File: src/wshr_pkg.sv
// Package for the windowed sample history ring.
// Holds shared constants, the operation codes and the controller/datapath structs.
// Depends on nothing.
package wshr_pkg;

    localparam int HISTORY_DEPTH_DEF = 64;
    localparam int LANES_DEF         = 4;
    localparam int MAX_LANES         = 4;
    localparam int DATA_W            = 32;
    localparam int TIME_W            = 32;
    localparam int LEN_W             = 4;
    localparam int SEL_W             = 4;
    localparam int CNT_W             = 7;
    localparam int STORED_LEN_W      = 3;
    localparam logic [CNT_W-1:0] MAX_RESULTS = CNT_W'(64);

    typedef enum logic [1:0] {
        OP_RECORD = 2'd0,
        OP_QUERY  = 2'd1,
        OP_CLEAR  = 2'd2
    } t_op;

    // Commands from the controller to the datapath.
    typedef struct packed {
        logic rec;      // write a sample into the ring
        logic clr;      // empty the ring
        logic q_start;  // latch query parameters
        logic issue;    // read the next ring entry
        logic eval;     // evaluate the entry read by the last issue
        logic finish;   // load the closing result of a query
    } t_cmd;

    // Status from the datapath to the controller.
    typedef struct packed {
        logic can_issue;
        logic hit;
        logic hold_valid;
        logic out_free;
    } t_sts;

endpackage

File: src/wshr_ctrl.sv
// Controller of the windowed sample history ring: input handshake and query walk sequencing.
// Depends on wshr_pkg for the op codes and the command/status structs.
module wshr_ctrl import wshr_pkg::*; (
    input  logic       i_clk,
    input  logic       i_rst_n,
    input  logic       i_in_valid,
    input  logic [1:0] i_op,
    output logic       o_in_ready,
    input  t_sts       i_sts,
    output t_cmd       o_cmd
);

    typedef enum logic [2:0] {
        ST_IDLE   = 3'b001,
        ST_WALK   = 3'b010,
        ST_FINISH = 3'b100
    } t_state;

    t_state r_state, n_state;
    logic   r_pend, n_pend;
    logic   accept;
    logic   stall;

    assign o_in_ready = (r_state == ST_IDLE);
    assign accept     = i_in_valid && o_in_ready;

    // A match must push the held result out before it can take its place.
    assign stall = r_pend && i_sts.hit && i_sts.hold_valid && !i_sts.out_free;

    always_comb begin
        n_state = r_state;
        n_pend  = r_pend;
        o_cmd   = '0;
        unique case (r_state)
            ST_IDLE: begin
                if (accept) begin
                    o_cmd.rec     = (i_op == OP_RECORD);
                    o_cmd.clr     = (i_op == OP_CLEAR);
                    o_cmd.q_start = (i_op == OP_QUERY);
                    if (i_op == OP_QUERY) begin
                        n_state = ST_WALK;
                    end
                end
                n_pend = 1'b0;
            end
            ST_WALK: begin
                if (!stall) begin
                    o_cmd.eval  = r_pend;
                    o_cmd.issue = i_sts.can_issue;
                    n_pend      = i_sts.can_issue;
                    if (!r_pend && !i_sts.can_issue) begin
                        n_state = ST_FINISH;
                    end
                end
            end
            ST_FINISH: begin
                n_pend = 1'b0;
                if (i_sts.out_free) begin
                    o_cmd.finish = 1'b1;
                    n_state      = ST_IDLE;
                end
            end
            default: begin
                n_state = ST_IDLE;
                n_pend  = 1'b0;
            end
        endcase
    end

    always_ff @(posedge i_clk) begin
        if (!i_rst_n) begin
            r_state <= ST_IDLE;
            r_pend  <= 1'b0;
        end else begin
            r_state <= n_state;
            r_pend  <= n_pend;
        end
    end

`ifndef SYNTH
    a_issue_in_walk : assert property (@(posedge i_clk) disable iff (!i_rst_n)
        o_cmd.issue |-> r_state == ST_WALK)
        else $error("ring read issued outside a query walk");

    a_idle_no_pend : assert property (@(posedge i_clk) disable iff (!i_rst_n)
        r_state == ST_IDLE |-> !r_pend)
        else $error("read still in flight while idle");

    a_finish_free : assert property (@(posedge i_clk) disable iff (!i_rst_n)
        o_cmd.finish |-> i_sts.out_free)
        else $error("closing result loaded into a full output register");
`endif

endmodule

File: config.mk
export PLATFORM = sky130hd
export DESIGN_NAME = wshr_ctrl
export DESIGN_NICKNAME = d
export VERILOG_FILES = /design/src/wshr_pkg.sv /design/src/wshr_ctrl.sv
export SDC_FILE = /design/constraint.sdc
export NUM_CORES = 1
export LEC_CHECK = 0
export BUFFER_PORTS_ARGS = -buffer_cell sky130_fd_sc_hd__buf_4
export CAP_MARGIN = 0
export CORE_AREA = 10 10 47 49
export DETAILED_ROUTE_END_ITERATION = 6
export DIE_AREA = 0 0 57 59
export PLACE_DENSITY_LB_ADDON = 0.2
export SYNTH_ARGS = -nofsm -noshare
export SYNTH_HDL_FRONTEND = slang
export SYNTH_SLANG_ARGS = --single-unit
File: constraint.sdc
create_clock -name i_clk -period 3.58 [get_ports i_clk]
set_clock_uncertainty 0.2 [all_clocks]
set_input_delay 0.179 -clock i_clk [delete_from_list [all_inputs] [get_ports i_clk]]
set_output_delay 0.179 -clock i_clk [all_outputs]
set_load 0.1 [all_outputs]
==> flow_summary.toml, run 1 <==
[clock_network]
clk_path_buf_depth = 2
cts_root_buf = "clkbuf_4"
htreeDepth = 1
cts_tree = "yes"
cts_inserted_buffers = 3
clock-sinks = 4
clk_latency_ps = 230
cts_resized = 0
path_clk_slew_ps = 40

[setup_path]
critPathRequiredTime_ps = 3200
r2r_start = "r_state[0]"
rr_endpoint = "r_state[0]"
crit_path_start_kind = "register"
rrSetupSlack_ps = 2160
startpoint = "r_state[0]"
cp.arrival_ps = 1530
worstSetupPathType = "register to primary output"
critPathMaxFanout = 8
end_kind = "primary output"
worstRegToRegCells = 3
crit_end = "o_cmd[3]"

[routing]
wl_um = 732
wl_per_cell_um = 12.2
vias_per_cell = 4.42
first_pass_iters = 2
drc = 0
vias = 265
detail_route.iter0.violations = 4
ant_nets = 0

[final_layout]
layout-drive-gt1-share_pct = 50.0
antennaDiodeCount = 0
area_growth_pct = 73.8
final_util_pct = 30.3
layout.cells.most_common = "buf_4"
final_net_count = 55
mostFrequentLayoutCells = "15 x buf_4, 4 x dfxtp_1, 3 x clkbuf_4"

[timing]
rsz0062_at_grt = "false"
worstMarginPinSlew_ps = 283
drv_slew = 0
period_minus_slack_ps = 1910
setup_tns_ps = 0
finalHoldViolCount = 0
period_share_pct = 53.4
relSlewSlack_pct = 81.3
setup_viol = 0
fmax_mhz = 523

[power]
intPower_uw = 97.3
clkPwrFrac_pct = 39.7
p_sw_uw = 40.1
vdd_drop_max_mv = 0.169
p_seq_share_pct = 33.8
leakagePower_uw = 0.000184
combPwrFrac_pct = 26.4
netSwitchingFraction_pct = 29.2
powerDensity_nw_per_um2 = 324

[logic_synthesis]
ys_top_cells_by_area = "dfxtp_1 33%, and4b_1 8.2%, nor3b_4 7.7%, nor3b_1 6.2%, and4b_4 5.6%"
ys_seq_area_share_pct = 32.8
ys_types = 16
postSynthCellCount = 25
yosysWarnings = 0
synth_top_area_cell = "dfxtp_1"
ys_ff_latch = 4
synth.cell_area_um2 = 244
yosysTopAreaCellShare_pct = 32.8
syn-num-nets = 34
avgSynthCellArea_um2 = 9.76

[floorplan]
start_util_pct = 17.4
die_h_um = 59
die_w_um = 57
core_um2 = 1400
fp.dieArea_um2 = 3360
ios = 16
num_rows = 14

[global_routing]
grt_max_degree = 9
grtUsageMet3_pct = 3.43
grt_busiest_layer = "met2"
grt-ovfl-total = 0
met1_usage_pct = 4.53
antenna_found_initial = 0
grt_first_pass_wirelength_um = 1150
use_met2_pct = 5.74
track_usage_pct = 4.33
first_global_vias = 253

[hold_path]
hold_path.class = "primary input to register"
whs_path_depth = 3

[status]
status = "completed"

[placed_design]
gp_congestion = 0.742
numPortBuffers = 15

[flow_run]
max_cap_violations = 0
==> stage by stage <==
step                instance area [um^2]  hold slack, ps  power [uW]  setup WS [ps]  std cells
floorplan                            259            55.2        69.5            482         25
global placement                     392             238        82.6           1940         56
detailed placement                   392             206        82.8           1920         56
CTS                                  424            50.3         140           1660         60
global route                         424            52.4         146           1580         60
finish                               424            56.5         137           1670         60
==> metal layers <==
metal	wire length (um)	part of all wire [%]
met1	330	45
met2	339	46
met3	62	8.5
met4	0	0
met5	0	0
==> Yosys cell counts (all sizes together) <==
master and instances:
nor2 2, o21ai 1, and2 2, dfxtp 4, nor3b 3, nor3 2
o32a 1, nand2b 2, or2 1, and4b 3, nor4bb 1, o21a 1
nor4b 1, o22ai 1
==> power groups by stage <==
stage | sequential [uW] | clock, uW | combinational [uW]
floorplan | 47.0 | 0 | 22.6
global placement | 47.2 | 0 | 35.4
detailed placement | 47.2 | 0 | 35.6
CTS | 46.5 | 57.2 | 36.6
global route | 46.5 | 62.0 | 37.9
finish | 46.5 | 54.6 | 36.3
==> cell families after synthesis <==
| group | after synthesis | synth area share (%) |
|---|---|---|
| AO/OA/AOI/OAI | 4 | 11.8 |
| flip-flops | 4 | 32.8 |
| AND/OR/NAND/NOR | 17 | 55.4 |
==> sequential cells by signal (all words and copies together), names as in the netlist <==
name	flops
r_pend	1
r_state	3
==> worst min path at each step <==
stage | to | start
2_1_floorplan | r_state[0] | i_rst_n
3_3_place_gp | r_state[1] | i_rst_n
3_5_place_dp | r_state[0] | i_rst_n
4_1_cts | r_state[2] | i_sts[0]
5_1_grt | r_state[2] | i_sts[0]
6_report | r_state[2] | i_sts[0]
==> final cells by class <==
type / instances / area, um^2
Fill cell: 151 / 977
Multi-Input combinational cell: 21 / 179
Timing Repair Buffer: 16 / 123
Sequential cell: 4 / 80.1
Clock buffer: 3 / 22.5
Tap cell: 16 / 20.0
==> critical path, cell delays in order (launching register included) <==
cell and delay [ps]:
dfxtp_1 440, nor3b_4 290, and4b_4 280, buf_4 290
==> timing repair <==
action | 4_1_cts | 5_1_grt
buffers inserted | 0 | 0
hold endpoints to repair | 2 | 0
hold buffers | 1 | 0
Note: power is estimated with default switching activity, not from simulation.
==> inputs of run 2 (changes only) <==
clock period = 1.7 ns   (was 3.58 ns; I/O delays follow)
==> run 2 against run 1 <==
Against the previous run:
- count of clock-buffer cells in the layout is 1 higher
- combinational power increased by 140%
- die area stayed put
- sequential power up 110%
- via count is 7.9% higher
- wire length increased by 14%
- flip-flop and latch count is the same
- first-iteration DRC count is 50% lower
- register-to-register slack worse by 1700 ps
- critical endpoint is now o_cmd[1]
==> flow_summary.toml, run 2 (synthesis results as in run 1) <==
[timing]
fmax_mhz = 615
drv_slew = 0
setup_tns_ps = 0
period_share_pct = 95.6
finalHoldViolCount = 0
setup_viol = 0
worstMarginPinSlew_ps = 280
period_minus_slack_ps = 1630
relSlewSlack_pct = 81.5

[floorplan]
die_w_um = 57
start_util_pct = 17.4
core_um2 = 1400
num_rows = 14
ios = 16
fp.dieArea_um2 = 3360
die_h_um = 59

[final_layout]
fin_cells = 64
layout.cells.most_common = "buf_4"
layout-drive-gt1-share_pct = 66.7
final_net_count = 58
area_growth_pct = 112
regMostFlops = "r_state"
mostFrequentLayoutCells = "11 x buf_4, 3 x clkbuf_4, 3 x dlygate4sd3_1, 3 x buf_6"
antennaDiodeCount = 0
largest_reg_flops = 3
largestRegisters = "r_state: 3 flops, r_pend: 1 flops"
fill_cells = 156

[setup_path]
rrSetupSlack_ps = 420
worstRegToRegCells = 3
cp.arrival_ps = 1340
end_kind = "primary output"
rr_endpoint = "r_state[2]"
critPathMaxFanout = 4
r2r_start = "r_state[2]"
crit_path_start_kind = "register"
critPathMaxStageDelay_ps = 320
startpoint = "r_pend"
crit_path_cell_trace = "and4b_1, nor3_2, and2_2, buf_12"
critPathRequiredTime_ps = 1410
worst_path_max_delay_cell = "dfxtp_1"
worstSetupPathType = "register to primary output"

[power]
netSwitchingFraction_pct = 28.7
combPwrFrac_pct = 28.0
p_seq_share_pct = 31.1
p_sw_uw = 88.7
leakagePower_uw = 0.000208
powerDensity_nw_per_um2 = 598
intPower_uw = 220
clkPwrFrac_pct = 40.9
vdd_drop_max_mv = 0.306

[routing]
detail_route.iter0.violations = 2
ant_nets = 0
first_pass_iters = 3
wl_per_cell_um = 13.0
vias = 286
vias_per_cell = 4.47
wl_um = 831
drc = 0

[global_routing]
track_usage_pct = 5.07
first_global_vias = 303
grt_max_degree = 9
grt-ovfl-total = 0
antenna_found_initial = 0
grt_first_pass_wirelength_um = 1350

[clock_network]
clk_latency_ps = 230
cts_root_buf = "clkbuf_4"
cts_tree = "yes"
htreeDepth = 1
clk_path_buf_depth = 2
cts_inserted_buffers = 3
clock-sinks = 4
path_clk_slew_ps = 40

[flow_run]
max_cap_violations = 0

[placed_design]
gp_congestion = 0.750
dp_hpwl_um = 670
numPortBuffers = 15
place_inst = 56

[status]
status = "completed"

[hold_path]
hold_path.class = "primary input to register"
whs_path_depth = 4
min_from = "i_sts[0]"
min_to = "r_state[0]"
[run 2: through the flow]
stage	utilization (%)	hold slack, ps	total power (uW)	setup WS, ps	cell area [um^2]
final	36.9	43.9	309	74.5	517
after global routing	36.9	59.2	334	-6.12	517
after detailed placement	29.0	81.6	175	212	407
after global placement	29.0	81.2	174	238	407
after floorplan	-	-36.0	147	-1030	274
after CTS	34.1	39.1	317	0.316	478
[run 2: critical path, delay by kind of cell (launching register included)]
family	cells	cell delay [ps]
flip-flops	1	320
AND/OR/NAND/NOR	3	610
buffers and inverters	1	170
[run 2: power by group through the flow]
stage	combinational, uW	clock, uW	sequential (uW)
after floorplan	48.8	0	98.0
after global placement	75.4	0	98.4
after detailed placement	76.6	0	98.4
after CTS	83.8	136	96.9
after global routing	90.9	147	95.9
final	86.5	126	96.0
[run 2: how the worst max path moves through the flow]
stage / to / cells past startpoint
after CTS: o_cmd[4] / 3
final: o_cmd[1] / 4
after global routing: o_cmd[1] / 4
after detailed placement: o_cmd[1] / 4
after floorplan: o_cmd[5] / 2
after global placement: o_cmd[3] / 3
[run 2: final cells by class]
class	instances	area, um^2	share of cell area [%]
timing repair buffer	19	186	36.1
tap	16	20.0	3.87
sequential	4	86.3	16.7
multi-input combinational	21	198	38.3
clock buffer	4	26.3	5.08
[run 2: what timing repair did]
action / CTS / global route
hold buffers: 3 / 0
endpoints found under the setup margin: 4 / 5
hold endpoints to repair: 4 / 0
setup buffers: 0 / 1
resized for setup: 4 / 9
pin swaps: 0 / 1
[run 2: layer usage]
layer	GRT usage, %	vias to the layer above	wire length, um
li1	-	144	-
met1	4.18	134	326
met2	8.99	8	451
met3	2.58	0	53
met4	4.03	0	0
met5	0	-	0
==> inputs of run 3 (changes only) <==
ABC_AREA = 1   (was default)
SKIP_LAST_GASP = 1   (was default)
==> run 3 against run 2 <==
Against the previous run:
- total power grew 8.3%
- critical path type unchanged
- critical endpoint is now o_cmd[4]
- cell count grew 28%
- synthesized area grew 13%
- first-iteration DRC count grew to 3.5 times the previous value
- count of clock-buffer cells in the layout shrank 1
==> flow_summary.toml, run 3 <==
[status]
status = "completed"

[logic_synthesis]
ys_types = 15
synth_top_area_cell = "dfxtp_1"
async_flop_share_pct = 0
yosysMostFrequentCell = "inv_1"
ys_ff_latch = 4
yosysWarnings = 0
postSynthCellCount = 43
syn-num-nets = 52
yosysTopAreaCellShare_pct = 29.1
synth.cell_area_um2 = 275
ys_top_cells_by_area = "dfxtp_1 29%, inv_1 16%, nor2_4 8.2%, nor3_1 7.3%, a21oi_1 5.5%"
synthFlopType = "dfxtp_1"
synthTopCellsByCount = "12 x inv_1, 4 x dfxtp_1, 4 x nand2_1, 4 x nor3_1"
synth_edf_count = 0
avgSynthCellArea_um2 = 6.40
ys_seq_area_share_pct = 29.1

[hold_path]
min_to = "r_state[1]"
min_from = "i_sts[3]"
whs_path_depth = 5
hold_path.class = "primary input to register"

[routing]
detail_route.iter0.violations = 7
vias = 342
wl_per_cell_um = 10.2
ant_nets = 0
vias_per_cell = 4.17
wl_um = 835
drc = 0
first_pass_iters = 2

[timing]
worstMarginPinSlew_ps = 280
fmax_mhz = 600
setup_viol = 0
relSlewSlack_pct = 81.5
finalHoldViolCount = 0
worst_slack_ps = 32.4
whs_ps = 68.1
drv_slew = 0
period_share_pct = 98.1
setup_tns_ps = 0
period_minus_slack_ps = 1670
rsz0062_at_grt = "true"

[placed_design]
dp_slack_ps = 212
dp_hpwl_um = 657
gp_congestion = 0.721
numPortBuffers = 15

[setup_path]
cp.arrival_ps = 1380
worstRegToRegCells = 7
r2r_start = "r_state[1]"
crit_path_start_kind = "register"
rrSetupSlack_ps = 40
critPathRequiredTime_ps = 1410
worstSetupPathType = "register to primary output"
end_kind = "primary output"
critPathMaxFanout = 4
rr_endpoint = "r_state[2]"

[floorplan]
die_h_um = 59
start_util_pct = 19.6
ios = 16
die_w_um = 57
core_um2 = 1400
fp.dieArea_um2 = 3360
num_rows = 14

[global_routing]
first_global_vias = 371
antenna_found_initial = 0
grt-ovfl-total = 0
grt_first_pass_wirelength_um = 1380
track_usage_pct = 5.19
grt_max_degree = 5

[clock_network]
clk_latency_ps = 230
clk_path_buf_depth = 2
cts_tree = "yes"
htreeDepth = 1
cts_root_buf = "clkbuf_4"
path_clk_slew_ps = 40
cts_inserted_buffers = 3
clock-sinks = 4

[final_layout]
largest_reg_flops = 3
seq_area_um2 = 83.8
fill_cells = 141
layout-drive-gt1-share_pct = 54.5
area_growth_pct = 105
final_util_pct = 40.3
regMostFlops = "r_state"
layout.cells.most_common = "buf_4"
mostFrequentLayoutCells = "13 x buf_4, 9 x inv_1, 5 x nor3_4"
largestRegisters = "r_state: 3 flops, r_pend: 1 flops"
multi_input_area_um2 = 200
antennaDiodeCount = 0
final_net_count = 77

[power]
leakagePower_uw = 0.000255
intPower_uw = 219
combPwrFrac_pct = 36.3
p_sw_uw = 116
powerDensity_nw_per_um2 = 593
vdd_drop_max_mv = 0.190
p_seq_share_pct = 30.1
netSwitchingFraction_pct = 34.6
clkPwrFrac_pct = 33.6
power.total_uw = 335

[flow_run]
max_cap_violations = 0
==> run 3: cell count changes in the layout (fill, tap and decap cells not counted), moves of 3 or more <==
cell | previous run | this run
a21oi_1 | 0 | 3
nand2_1 | 0 | 4
inv_1 | 0 | 9
nand3_1 | 0 | 3
nor3_4 | 0 | 5
inv_2 | 0 | 4
==> run 3: routing by layer <==
metal	vias up	wire, um	track usage, %
met5	-	0	0
met1	151	328	4.88
met2	9	433	8.06
li1	182	-	-
met4	0	0	5.03
met3	0	73	2.58
==> run 3: stage by stage <==
stage | cell area [um^2] | cells
CTS | 531 | 81
floorplan | 324 | 43
global route | 564 | 82
global placement | 457 | 74
finish | 564 | 82
detailed placement | 457 | 74
==> run 3: cell families (layout without fill, tap and decap cells) <==
kind of cell / count (synthesis) / count (layout) / share of synthesized area, %
and+or+nand+nor: 21 / 21 / 43.2
DFF: 4 / 4 / 29.1
AOI/OAI and AO/OA: 5 / 5 / 10.0
buffers and inverters: 13 / 36 / 17.7
==> run 3: how the worst max path moves through the flow <==
stage / from / endpoint
after global routing: r_state[0] / r_state[2]
after detailed placement: r_state[1] / o_cmd[1]
after floorplan: r_state[1] / o_cmd[4]
final: r_state[1] / o_cmd[4]
after global placement: r_state[1] / o_cmd[4]
after CTS: r_state[1] / o_cmd[1]
==> run 3: critical path, cell delays in order, from the launching register on <==
cell     delay, ps
dfxtp_2        310
inv_2           70
nand2_2         60
nor2_4         120
inv_2           80
nor2_2          90
inv_2           60
nor3_4         150
buf_12         200
==> run 3: layout make-up <==
class	instances	share of cell area, %
clock buffers	3	3.99
inverters	13	8.65
multi-input cells	26	35.5
flip-flops and latches	4	14.9
well taps	16	3.55
repair buffers	20	33.5
==> run 3: power by group through the flow <==
stage          Clock [uW]  Combinational [uW]  Sequential, uW
5_1_grt               128                 129             101
6_report              113                 121             101
3_5_place_dp            0                 107             101
3_3_place_gp            0                 108             101
4_1_cts               119                 113             100
2_1_floorplan           0                76.8             101
==> run 3: what timing repair did <==
action	4_1_cts	5_1_grt
hold buffers	4	0
endpoints found under the hold margin	3	0
setup buffers	0	1
setup endpoints to repair	3	5
gates resized for setup	3	8
pin swaps	0	1
